### src/rtl/nca_pkg.sv
// shared constants and types for the nearest centroid assignment core
// no dependencies

package nca_pkg;

    localparam int MAX_CENTROIDS_DEF = 16;
    localparam int MAX_DIMS_DEF      = 16;
    localparam int COORD_BITS_DEF    = 16;

    localparam int CFG_W   = 5;
    localparam int IDX_W   = 4;
    localparam int ACC_W   = 37;
    localparam int OUT_W   = 36;

    localparam logic [CFG_W-1:0] CFG_RESET = CFG_W'(16);
    localparam logic [ACC_W-1:0] ACC_MAX   = {ACC_W{1'b1}};
    localparam logic [ACC_W-1:0] OUT_MAX   = {1'b0, {OUT_W{1'b1}}};

    typedef struct packed {
        logic vld;
        logic tail;
        logic add_en;
    } t_unit_ctl;

endpackage

### src/rtl/nca_acc.sv
// running distance memory with per-row valid bits; invalid rows read as zero
// depends on nca_pkg

module nca_acc
    import nca_pkg::*;
#(
    parameter int DEPTH = MAX_CENTROIDS_DEF,
    parameter int RW    = $clog2(DEPTH)
) (
    input  logic             i_clk,
    input  logic             i_rst_n,
    input  logic             i_clear,
    input  logic             i_we,
    input  logic [RW-1:0]    i_waddr,
    input  logic [ACC_W-1:0] i_wdata,
    input  logic [RW-1:0]    i_raddr,
    output logic [ACC_W-1:0] o_rdata
);

    logic [ACC_W-1:0] r_mem [DEPTH];
    logic [DEPTH-1:0] r_valid;
    logic [ACC_W-1:0] r_rdata;
    logic             r_rvalid;

    always_ff @(posedge i_clk) begin
        if (!i_rst_n) begin
            r_valid <= '0;
        end else if (i_clear) begin
            r_valid <= '0;
        end else if (i_we) begin
            r_valid[i_waddr] <= 1'b1;
        end
    end

    always_ff @(posedge i_clk) begin
        if (i_we) begin
            r_mem[i_waddr] <= i_wdata;
        end
    end

    always_ff @(posedge i_clk) begin
        r_rdata  <= r_mem[i_raddr];
        r_rvalid <= r_valid[i_raddr];
    end

    assign o_rdata = r_rvalid ? r_rdata : '0;

endmodule

### config.mk
export PLATFORM = sky130hd
export DESIGN_NAME = nca_acc
export DESIGN_NICKNAME = d
export VERILOG_FILES = /design/src/rtl/nca_pkg.sv /design/src/rtl/nca_acc.sv
export SDC_FILE = /design/constraint.sdc
export NUM_CORES = 1
export LEC_CHECK = 0
export BUFFER_PORTS_ARGS = -buffer_cell sky130_fd_sc_hd__buf_2
export CAP_MARGIN = 20
export CORE_MARGIN = 2
export CORE_UTILIZATION = 30
export DETAILED_ROUTE_END_ITERATION = 10
export PLACE_DENSITY = 0.49
export REMOVE_ABC_BUFFERS = 1
export SETUP_SLACK_MARGIN = 0.2
export SKIP_LAST_GASP = 1
export SYNTH_ARGS = -nofsm -noshare
export SYNTH_HDL_FRONTEND = slang
export SYNTH_SLANG_ARGS = --single-unit
### constraint.sdc
create_clock -name i_clk -period 5.49 [get_ports i_clk]
set_input_delay 1.098 -clock i_clk [delete_from_list [all_inputs] [get_ports i_clk]]
set_output_delay 1.098 -clock i_clk [all_outputs]
set_load 0.01 [all_outputs]
==> flow_summary_export.csv <==
group,metric,value,unit
grt,grt_pass1_vias,11800,
power,power_frac_seq,52.4,%
clock_network,clk_pin_slew_worst_paths,0.06,ns
power,p_sw,2.134,mW
clock_network,cts_buffers,68,
floorplanning,io_pins,86,
route,first_pass_iters,5,
worst_setup_path,worstPathArrival,2.01,ns
clock_network,cts.sinks,646,
sta,hold_viol,0,
floorplanning,initial_core_util,30.20,%
place,globalplace.congestion,0.7085,
grt,grt_max_degree,61,
power,clkPwrFrac,43.3,%
finish,drive_gt1_share,31.18,%
route,routed_wl,55700,microns
worst_setup_path,required,4.39,ns
place,hpwl,30870,microns
status,status,"completed",
finish,n_fill_cell,7232,
power,cellPowerDensity,378.6,mW/mm^2
worst_setup_path,cpMaxStageDelayCell,"dfxtp_2",
route,wl_per_cell,24.48,microns
worst_setup_path,worstPathCellList,"and2_1, buf_2",
sta,drv_slew,0,
sta,fin_setup_tns,0,ns
sta,rsz0062_at_grt,"false",
hold_path,min_path_type,"register to register",
grt,grt_pass1_wl,81620,microns
power,p_leak,8.916,nW
synth,synth_top_area_share,74.75,%
place,dpl_cell_area,0.02562,sq mm
route,drc,0,
finish,finalNetCount,1224,
finish,diodes,0,
grt,grt.overflow.total,0,
finish,final_cell_area,0.02784,sq mm
finish,area_delta_synth_final,17.07,%
worst_setup_path,cp_max_fo,37,
hold_path,min_path_cells,1,
floorplanning,die_w,285.6,microns
worst_setup_path,worst_r2r_path_depth,3,
clock_network,cts_max_level,3,
synth,ys_types,17,
worst_setup_path,cpPeakStageDelay,0.93,ns
clock_network,clockBufferDepth,3,
sta,worst_pin_slew,1.014,ns
sta,fin_crit_sh,56.64,%
route,drtIter0Drc,858,
sta,skew,0.01492,ns
worst_setup_path,endpoint_kind,"output port",
floorplanning,die_h,285.6,microns
grt,antenna_found_initial,5,
route,ant_nets,0,
power,p_comb_share,4.3,%
route,viasPerCell,4.781,
clock_network,clk_latency,0.59,ns
place,dpl.cell_count,2155,
synth,ys_top_cells_by_area,"edfxtp_1, mux4_2, dfxtp_1",
worst_setup_path,start_kind,"register",
clock_network,ctsResizeCount,0,
floorplanning,dieArea,0.08154,sq mm
grt,grt_usage,13.74,%
power,ir_drop,0.0001752,V
worst_setup_path,critical_path_class,"register to output port",
run,drv_cap,0,
place,portBuffers,85,
finish,finalCoreUtilization,35.36,%
clock_network,ctsRootBufferMaster,"clkbuf_16",
power,swShare,20.24,%
synth,synth_top_area_cell,"edfxtp_1",
finish,instances_no_fill,2275,
clock_network,post_cts_buffers,0,
floorplanning,rows,103,
power,p_int,8.409,mW
synth,synth-seq-cells,646,
synth,ys_warn_count,0,
clock_network,tritoncts,"yes",
floorplanning,coreArea,0.07874,sq mm
synth,netlist_area,0.02378,sq mm
synth,syn-instance-count,1048,
sta,timing.final.crit_period,3.109,ns
clock_network,postCtsHoldBufs,0,
synth,synth.avg_cell_area,22.69,sq um
sta,slew_headroom,32.21,%
synth,synth-seq-area-share,79.29,%
sta,setup_viol,0,
route,route.vias.total,10880,
sta,fmax,0.3216,GHz
[layer usage]
layer	routed length (microns)	part of all wire [%]	track usage, %
met5	13	0.023	0
met4	1003	1.8	4.084
met3	2519	4.5	2.289
met2	26400	47	21.84
met1	25760	46	19.45
[kinds of logic (layout without fill, tap and decap cells)]
group           after synthesis  after routing  synth area share (%)
compound gates               92             92                 2.904
mux                         152            152                 14.39
simple gates                103            103                 2.157
buf+inv                      55            232                 1.252
flops                       646            646                 79.29
[cell usage in the layout, fill, tap and decap left out, types with 13 or more instances in the layout]
cell type	Yosys	final
a22oi_1	76	76
and2_1	38	37
buf_2	13	83
buf_4	0	24
clkbuf_16	0	73
clkinv_1	0	15
dfxtp_1	54	53
edfxtp_1	592	592
mux4_2	152	152
nand2_1	39	39
nor2_4	0	13
o21a_1	16	16
[Yosys cell counts]
cell	count
a22oi_1	76
and2_1	38
buf_2	13
buf_6	10
clkbuf_1	32
dfxtp_1	54
edfxtp_1	592
mux4_2	152
nand2_1	39
nand2b_1	2
nand3_1	1
nand3b_1	2
nor2_1	13
nor2b_1	3
nor3_1	4
o21a_1	16
or3b_2	1
[worst max-delay path, delay by kind of cell (launching register included)]
family	cells	cell delay, ns
flops	1	0.93
simple gates	1	0.32
buf+inv	1	0.17
[area by class of cell]
cell class / count / area (sq um) / area share (%)
multi-input combinational: 347 / 4761 / 17.10
tap: 1050 / 1314 / 4.718
clock inverter: 34 / 311.5 / 1.119
timing repair buffer: 112 / 681.9 / 2.449
clock buffer: 86 / 1916 / 6.880
sequential: 646 / 18860 / 67.73
[sequential cells by signal, summed over array words and instances (netlist names)]
register  cells
r_mem       592
r_valid      16
r_rvalid      1
r_rdata      37
[power groups by stage]
stage / Combinational (mW) / Clock, mW / Sequential, mW
2_1_floorplan: 0.213 / 0 / 5.62
3_3_place_gp: 0.458 / 0 / 5.63
3_5_place_dp: 0.462 / 0 / 5.63
5_1_grt: 0.490 / 4.89 / 5.53
4_1_cts: 0.463 / 4.70 / 5.53
6_report: 0.448 / 4.57 / 5.53
[worst paths after layout]
check / from / to / slack, ns
worst max-delay path: r_rvalid$_DFF_P_ / o_rdata[34] / 2.38
worst min-delay path: r_valid[2]$_SDFFE_PP0P_ / r_valid[2]$_SDFFE_PP0P_ / 0.46
worst max register to register: r_mem[2][18]$_DFFE_PP_ / r_rdata[18]$_DFF_P_ / 4.00
worst min register to register: r_valid[2]$_SDFFE_PP0P_ / r_valid[2]$_SDFFE_PP0P_ / 0.46
[per-stage QoR]
stage                     power [mW]  setup slack [ns]  hold WS [ns]
after global routing           10.91             2.211        0.4802
after global placement         6.088             2.110        0.4423
final                          10.54             2.381        0.4626
after floorplan                5.830            0.8080        0.4354
after detailed placement       6.095             2.125        0.4497
after CTS                      10.69             2.250        0.4634
Power figures use the tool's default switching activity.
