[config.mk]
export PLATFORM = sky130hd
export DESIGN_NAME = nca_sqdiff
export DESIGN_NICKNAME = d
export VERILOG_FILES = /design/src/rtl/nca_pkg.sv /design/src/rtl/nca_sqdiff.sv
export SDC_FILE = /design/constraint.sdc
export NUM_CORES = 1
export LEC_CHECK = 0
export ABC_AREA = 1
export ABC_CLOCK_PERIOD_IN_PS = 11000
export BUFFER_PORTS_ARGS = -buffer_cell sky130_fd_sc_hd__buf_2
export CAP_MARGIN = 5
export CORE_ASPECT_RATIO = 1.1
export CORE_MARGIN = 5
export CORE_UTILIZATION = 60
export CTS_BUF_LIST = sky130_fd_sc_hd__clkbuf_4 sky130_fd_sc_hd__clkbuf_8
export DETAILED_ROUTE_END_ITERATION = 12
export GPL_TIMING_DRIVEN = 0
export PLACE_DENSITY_LB_ADDON = 0.3
export SLEW_MARGIN = 20
export SYNTH_ARGS = -nofsm -noshare
export SYNTH_HDL_FRONTEND = slang
export SYNTH_SLANG_ARGS = --single-unit
[constraint.sdc]
create_clock -name i_clk -period 11 [get_ports i_clk]
set_input_delay 1.1 -clock i_clk [delete_from_list [all_inputs] [get_ports i_clk]]
set_output_delay 1.1 -clock i_clk [all_outputs]
set_load 0.01 [all_outputs]
[src/rtl/nca_pkg.sv]
// shared constants and types for the nearest centroid assignment core
// no dependencies

package nca_pkg;

    localparam int MAX_CENTROIDS_DEF = 16;
    localparam int MAX_DIMS_DEF      = 16;
    localparam int COORD_BITS_DEF    = 16;

    localparam int CFG_W   = 5;
    localparam int IDX_W   = 4;
    localparam int ACC_W   = 37;
    localparam int OUT_W   = 36;

    localparam logic [CFG_W-1:0] CFG_RESET = CFG_W'(16);
    localparam logic [ACC_W-1:0] ACC_MAX   = {ACC_W{1'b1}};
    localparam logic [ACC_W-1:0] OUT_MAX   = {1'b0, {OUT_W{1'b1}}};

    typedef struct packed {
        logic vld;
        logic tail;
        logic add_en;
    } t_unit_ctl;

endpackage

[src/rtl/nca_sqdiff.sv]
// shared subtract, square and saturating accumulate unit, three register stages
// depends on nca_pkg

module nca_sqdiff
    import nca_pkg::*;
#(
    parameter int COORD_BITS = COORD_BITS_DEF,
    parameter int RW         = $clog2(MAX_CENTROIDS_DEF)
) (
    input  logic                         i_clk,
    input  logic                         i_rst_n,
    input  t_unit_ctl                    i_ctl,
    input  logic [RW-1:0]                i_row,
    input  logic signed [COORD_BITS-1:0] i_centroid,
    input  logic signed [COORD_BITS-1:0] i_point,
    input  logic [ACC_W-1:0]             i_acc,
    output t_unit_ctl                    o_ctl,
    output logic [RW-1:0]                o_row,
    output logic [ACC_W-1:0]             o_acc
);

    localparam int MW = COORD_BITS + 1;
    localparam int SW = 2 * MW;

    logic signed [MW-1:0] diff;
    logic [MW-1:0]        mag;
    logic [SW-1:0]        sq;
    logic                 sq_big;
    logic [ACC_W:0]       sum;

    t_unit_ctl        r_ctl1, r_ctl2, r_ctl3;
    logic [RW-1:0]    r_row1, r_row2, r_row3;
    logic [ACC_W-1:0] r_acc1, r_acc2, r_acc3;
    logic [MW-1:0]    r_mag;
    logic [SW-1:0]    r_sq;

    assign diff = {i_centroid[COORD_BITS-1], i_centroid} - {i_point[COORD_BITS-1], i_point};
    assign mag  = diff[MW-1] ? MW'(-diff) : MW'(diff);
    assign sq   = r_mag * r_mag;

    // square is dropped when the dimension is out of range
    always_comb begin
        sq_big = r_ctl2.add_en && ((r_sq >> ACC_W) != '0);
        sum    = {1'b0, r_acc2} + (r_ctl2.add_en ? {1'b0, ACC_W'(r_sq)} : '0);
    end

    always_ff @(posedge i_clk) begin
        if (!i_rst_n) begin
            r_ctl1 <= '0;
            r_ctl2 <= '0;
            r_ctl3 <= '0;
        end else begin
            r_ctl1 <= i_ctl;
            r_ctl2 <= r_ctl1;
            r_ctl3 <= r_ctl2;
        end
    end

    always_ff @(posedge i_clk) begin
        r_row1 <= i_row;
        r_acc1 <= i_acc;
        r_mag  <= mag;
        r_row2 <= r_row1;
        r_acc2 <= r_acc1;
        r_sq   <= sq;
        r_row3 <= r_row2;
        if (sq_big || sum >= {1'b0, ACC_MAX}) begin
            r_acc3 <= ACC_MAX;
        end else begin
            r_acc3 <= sum[ACC_W-1:0];
        end
    end

    assign o_ctl = r_ctl3;
    assign o_row = r_row3;
    assign o_acc = r_acc3;

endmodule
==> results of run 1 <==
metal layers:
layer	up-vias	track usage
li1	6908	-
met1	6449	0.282
met2	389	0.451
met3	124	0.0364
met4	0	0.126
met5	-	0
cells by family after synthesis:
logic type | synth area share
buf+inv | 0.141
compound gates | 0.0519
mux | 0.000663
xor+xnor | 0.0356
fa+ha+maj | 0.347
simple gates | 0.210
flops | 0.215
path summary, 6_finish.rpt:
check,end,slack [ps]
min reg2reg,r_acc2[17],320
max reg2reg,r_sq[28],4030
min,r_acc2[17],320
max,r_sq[28],4030
cells in the final DEF, fill, tap and decap left out, drive strengths merged, types with 11 or more instances in the layout:
| master | count |
|---|---|
| nand3 | 93 |
| nand3b | 12 |
| o21ai | 41 |
| nand4 | 22 |
| ha | 162 |
| nand2 | 560 |
| clkbuf | 58 |
| xnor2 | 27 |
| dfxtp | 182 |
| buf | 127 |
| nor2 | 133 |
| fa | 193 |
| inv | 586 |
| a21oi | 74 |
| o21bai | 11 |
| xor2 | 42 |
cells in the mapped netlist (all sizes together):
cell type	n	area, um^2
inv	580	2180
nand2	560	2130
fa	193	3860
dfxtp	182	3640
ha	162	2030
nor2	133	522
nand3	93	546
a21oi	74	378
xor2	42	368
clkbuf	41	154
o21ai	41	205
xnor2	27	236
nand4	22	138
nand3b	12	90.1
o21bai	11	82.6
nor3	10	50.1
a21o	9	67.6
a31oi	7	43.8
buf	7	53.8
and2	4	25.0
nor4	4	25.0
o211ai	4	30.0
or2	4	25.0
a221oi	3	26.3
a21boi	2	18.8
o31ai	2	15.0
a22oi	1	7.51
clkinv	1	3.75
mux2	1	11.3
nor3b	1	7.51
o21a	1	7.51
worst register-to-register path: stages, from the launching register on:
cell and delay [ps]:
dfxtp_1 410, clkbuf_1 460, clkbuf_1 530, nand2_1 170, fa_1 590, inv_1 60
fa_1 510, inv_1 60, fa_1 520, inv_1 50, fa_1 500, fa_1 540
inv_1 50, fa_1 520, inv_1 40, ha_1 360, nand2_1 140, inv_1 70
a21oi_1 180, nand2_1 80, a21oi_1 340, o21ai_0 200, nand2_1 90, nand2_1 90
a21oi_1 190, xnor2_1 130
per-stage QoR:
step	hold slack [ps]	util	area, um^2	cells	setup WS [ps]
2_1_floorplan	310	-	17000	2234	5120
3_3_place_gp	310	0.647	18000	2717	4160
3_5_place_dp	312	0.647	18000	2717	4160
4_1_cts	320	0.661	18400	2748	4110
5_1_grt	334	0.661	18400	2748	3730
6_report	324	0.661	18400	2748	4030
area by class of cell:
class,instances,area [um^2]
Inverter,581,2180
Buffer,48,208
Clock buffer,17,234
Fill cell,2401,9460
Tap cell,363,454
Sequential cell,182,3640
Multi-Input combinational cell,1423,10900
Clock inverter,14,143
Timing Repair Buffer,120,601
sequential cells by signal (all words and copies together), names as in the netlist:
register,count
r_sq,33
r_acc1,37
r_acc2,37
r_ctl1,3
r_row2,4
o_acc,37
o_row,4
r_row1,4
o_ctl,3
r_ctl2,3
r_mag,17
==> impl_metrics.toml, run 1 <==
[outcome]
status = "complete, no violations"

[setup_path]
start_kind = "flop"
path_delay_family = "adder cells"
worst-setup-path-type = "flop to flop"
slowest_stage = "fa_1"
worst_setup_path_end_kind = "flop"
path_buf_inv = 8
timing.rr.start = "r_mag[7]"
worst-path-stages = 25
reg2reg_depth = 25
critical_path_required_ps = 11400
max_stage_delay_ps = 590
arrival_ps = 7370
critPathLaunch = "r_mag[7]"
worst-path-max-fanout = 10

[timing]
drv_slew = 0
fin_setup_tns_ps = 0
period_share = 0.634
skew_ps = 18.9
layout_min_cycle_time_ps = 6970
setup_violations = 0
rsz0062_at_grt = "no"
hold_viol_final = 0
relSlewSlack = 0.569
max_clock_freq_mhz = 143
worst_slew_pin_slew_ps = 647

[floorplan]
core_region_area_um2 = 27900
die_w_um = 170
io_pins = 122
num_rows = 64
die_y_um = 186
die_area_um2 = 31800
start_util = 0.609

[clock_tree]
cts_buffers = 17
cts.sinks = 182
htreeDepth = 4
clkTransAtPathRegs_ps = 100
clk_path_buf_depth = 2
clk-insertion-delay-late_ps = 480
cts_resized = 0
cts_root_buffer = "clkbuf_8"
post-cts-setup-buffer-count = 0
postCtsHoldBufs = 0
cts_tree = "done"

[drt]
drc = 0
postRouteAntennaNets = 0
drt_wl_total_um = 38600
vias_per_cell = 5.05
drtPass1Iterations = 6
vias = 13900
drt_iter0_drc = 713
met3_length_um = 1700
drt-met1-wl_um = 15200
wl_met2_um = 19800
wl_per_cell_um = 14.0
top_layer = "met4"

[place]
place.gp.congestion = 0.968
place_hpwl_um = 33200
io_buffers = 120

[hold_path]
hold_depth = 0
hold_class = "flop to flop"
min_from = "r_acc1[17]"

[synthesis]
syn-cell-area_um2 = 17000
synth_cells = 2234
ys_ff_latch = 182
yosysUniqueCellTypes = 41
yosysWarnings = 0
synth_fp_nets = 2667
avgSynthCellArea_um2 = 7.60
ys_seq_area_frac = 0.215

[global_route]
grt_max_degree = 18
overflow = 0
grt_pass1_vias = 14400
antenna_found_initial = 0
grt_pass1_wl_um = 64900
grt_usage = 0.249

[cells_and_area]
diodes = 0
area_growth_pct = 8.43
drive_gt1_frac = 0.0847
final_nets = 2806

[job]
maxCapViolations = 0
Power of run 1 is not shown: default switching activity piles up to over one toggle a cycle in this logic, so the estimate is an artifact.
==> inputs of run 2 (changes only) <==
--- a/config.mk
+++ b/config.mk
@@ -6,7 +6,7 @@
 export NUM_CORES = 1
 export LEC_CHECK = 0
 export ABC_AREA = 1
-export ABC_CLOCK_PERIOD_IN_PS = 11000
+export ABC_CLOCK_PERIOD_IN_PS = 6500
 export BUFFER_PORTS_ARGS = -buffer_cell sky130_fd_sc_hd__buf_2
 export CAP_MARGIN = 5
 export CORE_ASPECT_RATIO = 1.1
==> constraint.sdc (replaced) <==
create_clock -name i_clk -period 6.5 [get_ports i_clk]
set_input_delay 0.65 -clock i_clk [delete_from_list [all_inputs] [get_ports i_clk]]
set_output_delay 0.65 -clock i_clk [all_outputs]
set_load 0.01 [all_outputs]
==> impl_metrics.toml, run 2 (synthesis results as in run 1) <==
[job]
maxCapViolations = 0

[global_route]
antenna_found_initial = 0
overflow = 0
grt_pass1_wl_um = 64900
grt_pass1_vias = 14400
grt_max_degree = 18
grt_usage = 0.249

[floorplan]
die_y_um = 186
core_region_area_um2 = 27900
die_w_um = 170
num_rows = 64
die_area_um2 = 31800
io_pins = 122
start_util = 0.609

[cells_and_area]
layout_commonest_cell = "inv_1"
fillers = 2400
final_nets = 2799
regArea_um2 = 3650
area_growth_pct = 8.71
fin_cells = 2741
final_cell_mix = "inv_1 (579), nand2_1 (550), fa_1 (193)"
diodes = 0
multi_input_area_um2 = 11000
drive_gt1_frac = 0.0980

[place]
place.gp.congestion = 0.968
placed_cells = 2717
place_hpwl_um = 33200
io_buffers = 120

[drt]
vias = 13900
vias_per_cell = 5.05
drc = 0
postRouteAntennaNets = 0
drt_wl_total_um = 38500
wl_per_cell_um = 14.1
drt_iter0_drc = 834
drtPass1Iterations = 8

[timing]
relSlewSlack = 0.602
skew_ps = 18.0
hold_viol_final = 0
drv_slew = 0
worst_slew_pin_slew_ps = 590
layout_min_cycle_time_ps = 6280
setup_violations = 0
max_clock_freq_mhz = 159
period_share = 0.967
rsz0062_at_grt = "no"

[setup_path]
worst-setup-path-type = "flop to flop"
start_kind = "flop"
worst-path-max-fanout = 10
arrival_ps = 6650
worst_setup_path_end_kind = "flop"
critical_path_required_ps = 6860

[clock_tree]
cts.sinks = 182
cts_buffers = 17
clkTransAtPathRegs_ps = 100
cts_root_buffer = "clkbuf_8"
clk-insertion-delay-late_ps = 480
htreeDepth = 4
clk_path_buf_depth = 2
cts_tree = "done"

[outcome]
status = "complete, no violations"

[hold_path]
hold_class = "input port to flop"
==> run 2: cell types whose count changed in the layout (fill, tap and decap cells not counted), moves of 3 or more <==
cell      change
clkbuf_1     -32
clkbuf_2     +17
clkbuf_4      +4
dfxtp_1       -3
dfxtp_2       +3
==> run 2: final timing paths <==
| check | startpoint | to | slack, ps | cells past startpoint |
|---|---|---|---|---|
| worst max register to register | r_mag[14] | r_sq[31] | 220 | 19 |
| worst min-delay path | i_acc[0] | r_acc1[0] | 260 | 1 |
| worst min register to register | r_acc1[27] | r_acc2[27] | 320 | 0 |
| worst max-delay path | r_mag[14] | r_sq[31] | 220 | 19 |
==> run 2: cell type report <==
class	instances	share of cell area
Tap cell	363	0.0246
Timing Repair Buffer	120	0.0325
Clock inverter	14	0.00773
Multi-Input combinational cell	1423	0.594
Buffer	41	0.0123
Sequential cell	182	0.198
Clock buffer	17	0.0127
Inverter	581	0.118
==> run 2: timing repair <==
item	4_1_cts	5_1_grt
hold buffers	0	0
gates resized for setup	20	35
buffers inserted	0	0
endpoints found under the setup margin	13	14
hold endpoints to repair	0	0
==> run 2: through the flow <==
stage          hold WS (ps)  setup TNS (ps)  setup WS [ps]  cell area (um^2)  utilization
6_report                263               0            216             18500        0.662
5_1_grt                 230               0           33.8             18500        0.662
4_1_cts                 239               0         0.0595             18400        0.661
3_5_place_dp            312           -1500           -342             18000        0.647
3_3_place_gp            310           -1200           -343             18000        0.647
2_1_floorplan           310               0            623             17000            -
==> run 2: metal layers <==
metal	share of wire	vias up	global-route usage
met2	0.51	408	0.451
met1	0.39	6413	0.282
li1	-	6901	-
met4	0.052	0	0.126
met3	0.045	129	0.0366
met5	0	-	0
==> run 2: critical path, stage by stage (launching register included) <==
cell      delay [ps]
dfxtp_1          460
clkbuf_2         300
clkbuf_2         320
nand2_1          160
fa_1             510
inv_1             60
fa_1             510
fa_1             520
fa_1             520
fa_1             560
inv_1             60
fa_1             570
inv_1             50
ha_1             370
nand2_1          140
nor4_2           360
nand4_1          150
nand3_1          250
a31oi_1          140
xor2_1           150
Power of run 2 is left out for the same reason.
==> inputs of run 3 (changes only) <==
--- a/config.mk
+++ b/config.mk
@@ -16,6 +16,7 @@
 export DETAILED_ROUTE_END_ITERATION = 12
 export GPL_TIMING_DRIVEN = 0
 export PLACE_DENSITY_LB_ADDON = 0.3
+export REMOVE_ABC_BUFFERS = 1
 export SLEW_MARGIN = 20
 export SYNTH_ARGS = -nofsm -noshare
 export SYNTH_HDL_FRONTEND = slang
==> impl_metrics.toml, run 3 (synthesis results as in run 1) <==
[setup_path]
path_delay_family = "adder cells"
arrival_ps = 6560
worst_setup_path_end_kind = "flop"
critical_path_required_ps = 6860
reg2reg_depth = 17
path_cells = "nand2_1, fa_1, inv_1, fa_1, fa_1, fa_1, fa_1, inv_1, fa_1, inv_1, ha_1, nand2_1, nor4_1, nand4_1, nand3_1, a31oi_1, xor2_1"
start_kind = "flop"
worst-setup-path-type = "flop to flop"
max_stage_delay_ps = 840
worst-path-max-fanout = 17
timing.rr.end = "r_sq[31]"
critPathMostFrequentCell = "fa_1"
slowest_stage = "dfxtp_1"
path_buf_inv = 3
timing.rr.start = "r_mag[16]"
r2r_setup_slack_ps = 300

[outcome]
status = "complete, no violations"

[timing]
layout_min_cycle_time_ps = 6200
skew_ps = 21.2
max_clock_freq_mhz = 161
period_share = 0.954
drv_slew = 0
setup_violations = 0
relSlewSlack = 0.419
rsz0062_at_grt = "no"
fin_setup_tns_ps = 0
hold_viol_final = 0
worst_slew_pin_slew_ps = 870

[clock_tree]
clkTransAtPathRegs_ps = 120
cts.sinks = 182
clk-insertion-delay-late_ps = 480
cts_buffers = 17
post-cts-setup-buffer-count = 0
cts_tree = "done"
postCtsHoldBufs = 0
clk_path_buf_depth = 2
htreeDepth = 4
cts_root_buffer = "clkbuf_8"

[global_route]
grt_max_degree = 38
overflow = 0
grt_pass1_vias = 14200
antenna_found_initial = 0
grt_usage = 0.234
grt_pass1_wl_um = 62200

[cells_and_area]
diodes = 0
final_cell_mix = "inv_1 (579), nand2_1 (550), fa_1 (193)"
fillers = 2407
multi_input_area_um2 = 11000
area_growth_pct = 7.60
layout_commonest_cell = "inv_1"
final_nets = 2759
regArea_um2 = 3670
drive_gt1_frac = 0.0902
finish.instance_area_um2 = 18300

[place]
place_hpwl_um = 30400
place.gp.congestion = 0.920
placed_cell_area_um2 = 17800
io_buffers = 121

[drt]
wl_per_cell_um = 13.1
postRouteAntennaNets = 0
drc = 0
vias = 13500
drt_wl_total_um = 35500
drt_iter0_drc = 577
drtPass1Iterations = 5
vias_per_cell = 4.99

[floorplan]
io_pins = 122
num_rows = 64
die_area_um2 = 31800
die_y_um = 186
core_region_area_um2 = 27900
start_util = 0.609
die_w_um = 170

[hold_path]
whs_endpoint = "r_acc1[8]"
min_from = "i_acc[8]"
hold_depth = 1
hold_class = "input port to flop"

[job]
maxCapViolations = 0
==> run 3: changes by cell type in the layout (fill, tap and decap cells not counted), moves of 3 or more <==
cell	change
buf_2	-5
buf_6	-3
clkbuf_1	-9
clkbuf_2	-17
clkbuf_4	-3
clkinv_8	+4
clkinvlp_4	-3
dfxtp_1	-10
dfxtp_2	+4
dfxtp_4	+6
==> run 3: worst max path at each step <==
stage / start / end / slack (ps) / cells past startpoint
2_1_floorplan: r_mag[7] / r_sq[28] / 860 / 21
3_3_place_gp: r_mag[7] / r_sq[28] / 120 / 23
3_5_place_dp: r_mag[7] / r_sq[28] / 20 / 23
4_1_cts: r_mag[5] / r_sq[28] / 50 / 23
5_1_grt: r_mag[14] / r_sq[31] / 5 / 19
6_report: r_mag[16] / r_sq[31] / 300 / 17
==> run 3: timing repair <==
action                                  4_1_cts  5_1_grt
cloned                                        0        0
resized for setup                             1       17
endpoints found under the setup margin        1       10
==> run 3: worst register-to-register path: stages (launching register included) <==
cell     delay (ps)
dfxtp_1         840
nand2_1         250
fa_1            580
inv_1            60
fa_1            510
fa_1            520
fa_1            520
fa_1            540
inv_1            50
fa_1            520
inv_1            40
ha_1            370
nand2_1         130
nor4_1          440
nand4_1         180
nand3_1         240
a31oi_1         140
xor2_1          160
==> run 3: per-layer routing <==
layer	track usage	vias to the layer above	routed length (um)
met1	0.278	6298	14500
li1	-	6816	-
met3	0.0309	64	1550
met4	0.0814	0	921
met5	0	-	0
met2	0.428	314	18600
==> run 3: through the flow <==
stage	worst slack [ps]	util	hold WS (ps)	cells
after floorplan	863	-	310	2186
after global placement	122	0.640	310	2670
after detailed placement	15.1	0.640	312	2670
after CTS	46.6	0.655	229	2702
after global routing	5.22	0.656	220	2702
final	300	0.656	261	2702
==> run 3: layout make-up <==
class | count | area share
Sequential cell | 182 | 0.201
Multi-Input combinational cell | 1423 | 0.600
Tap cell | 363 | 0.0249
Timing Repair Buffer | 121 | 0.0331
Inverter | 581 | 0.119
Clock buffer | 18 | 0.0132
Clock inverter | 14 | 0.00877
Power of run 3 is left out for the same reason.
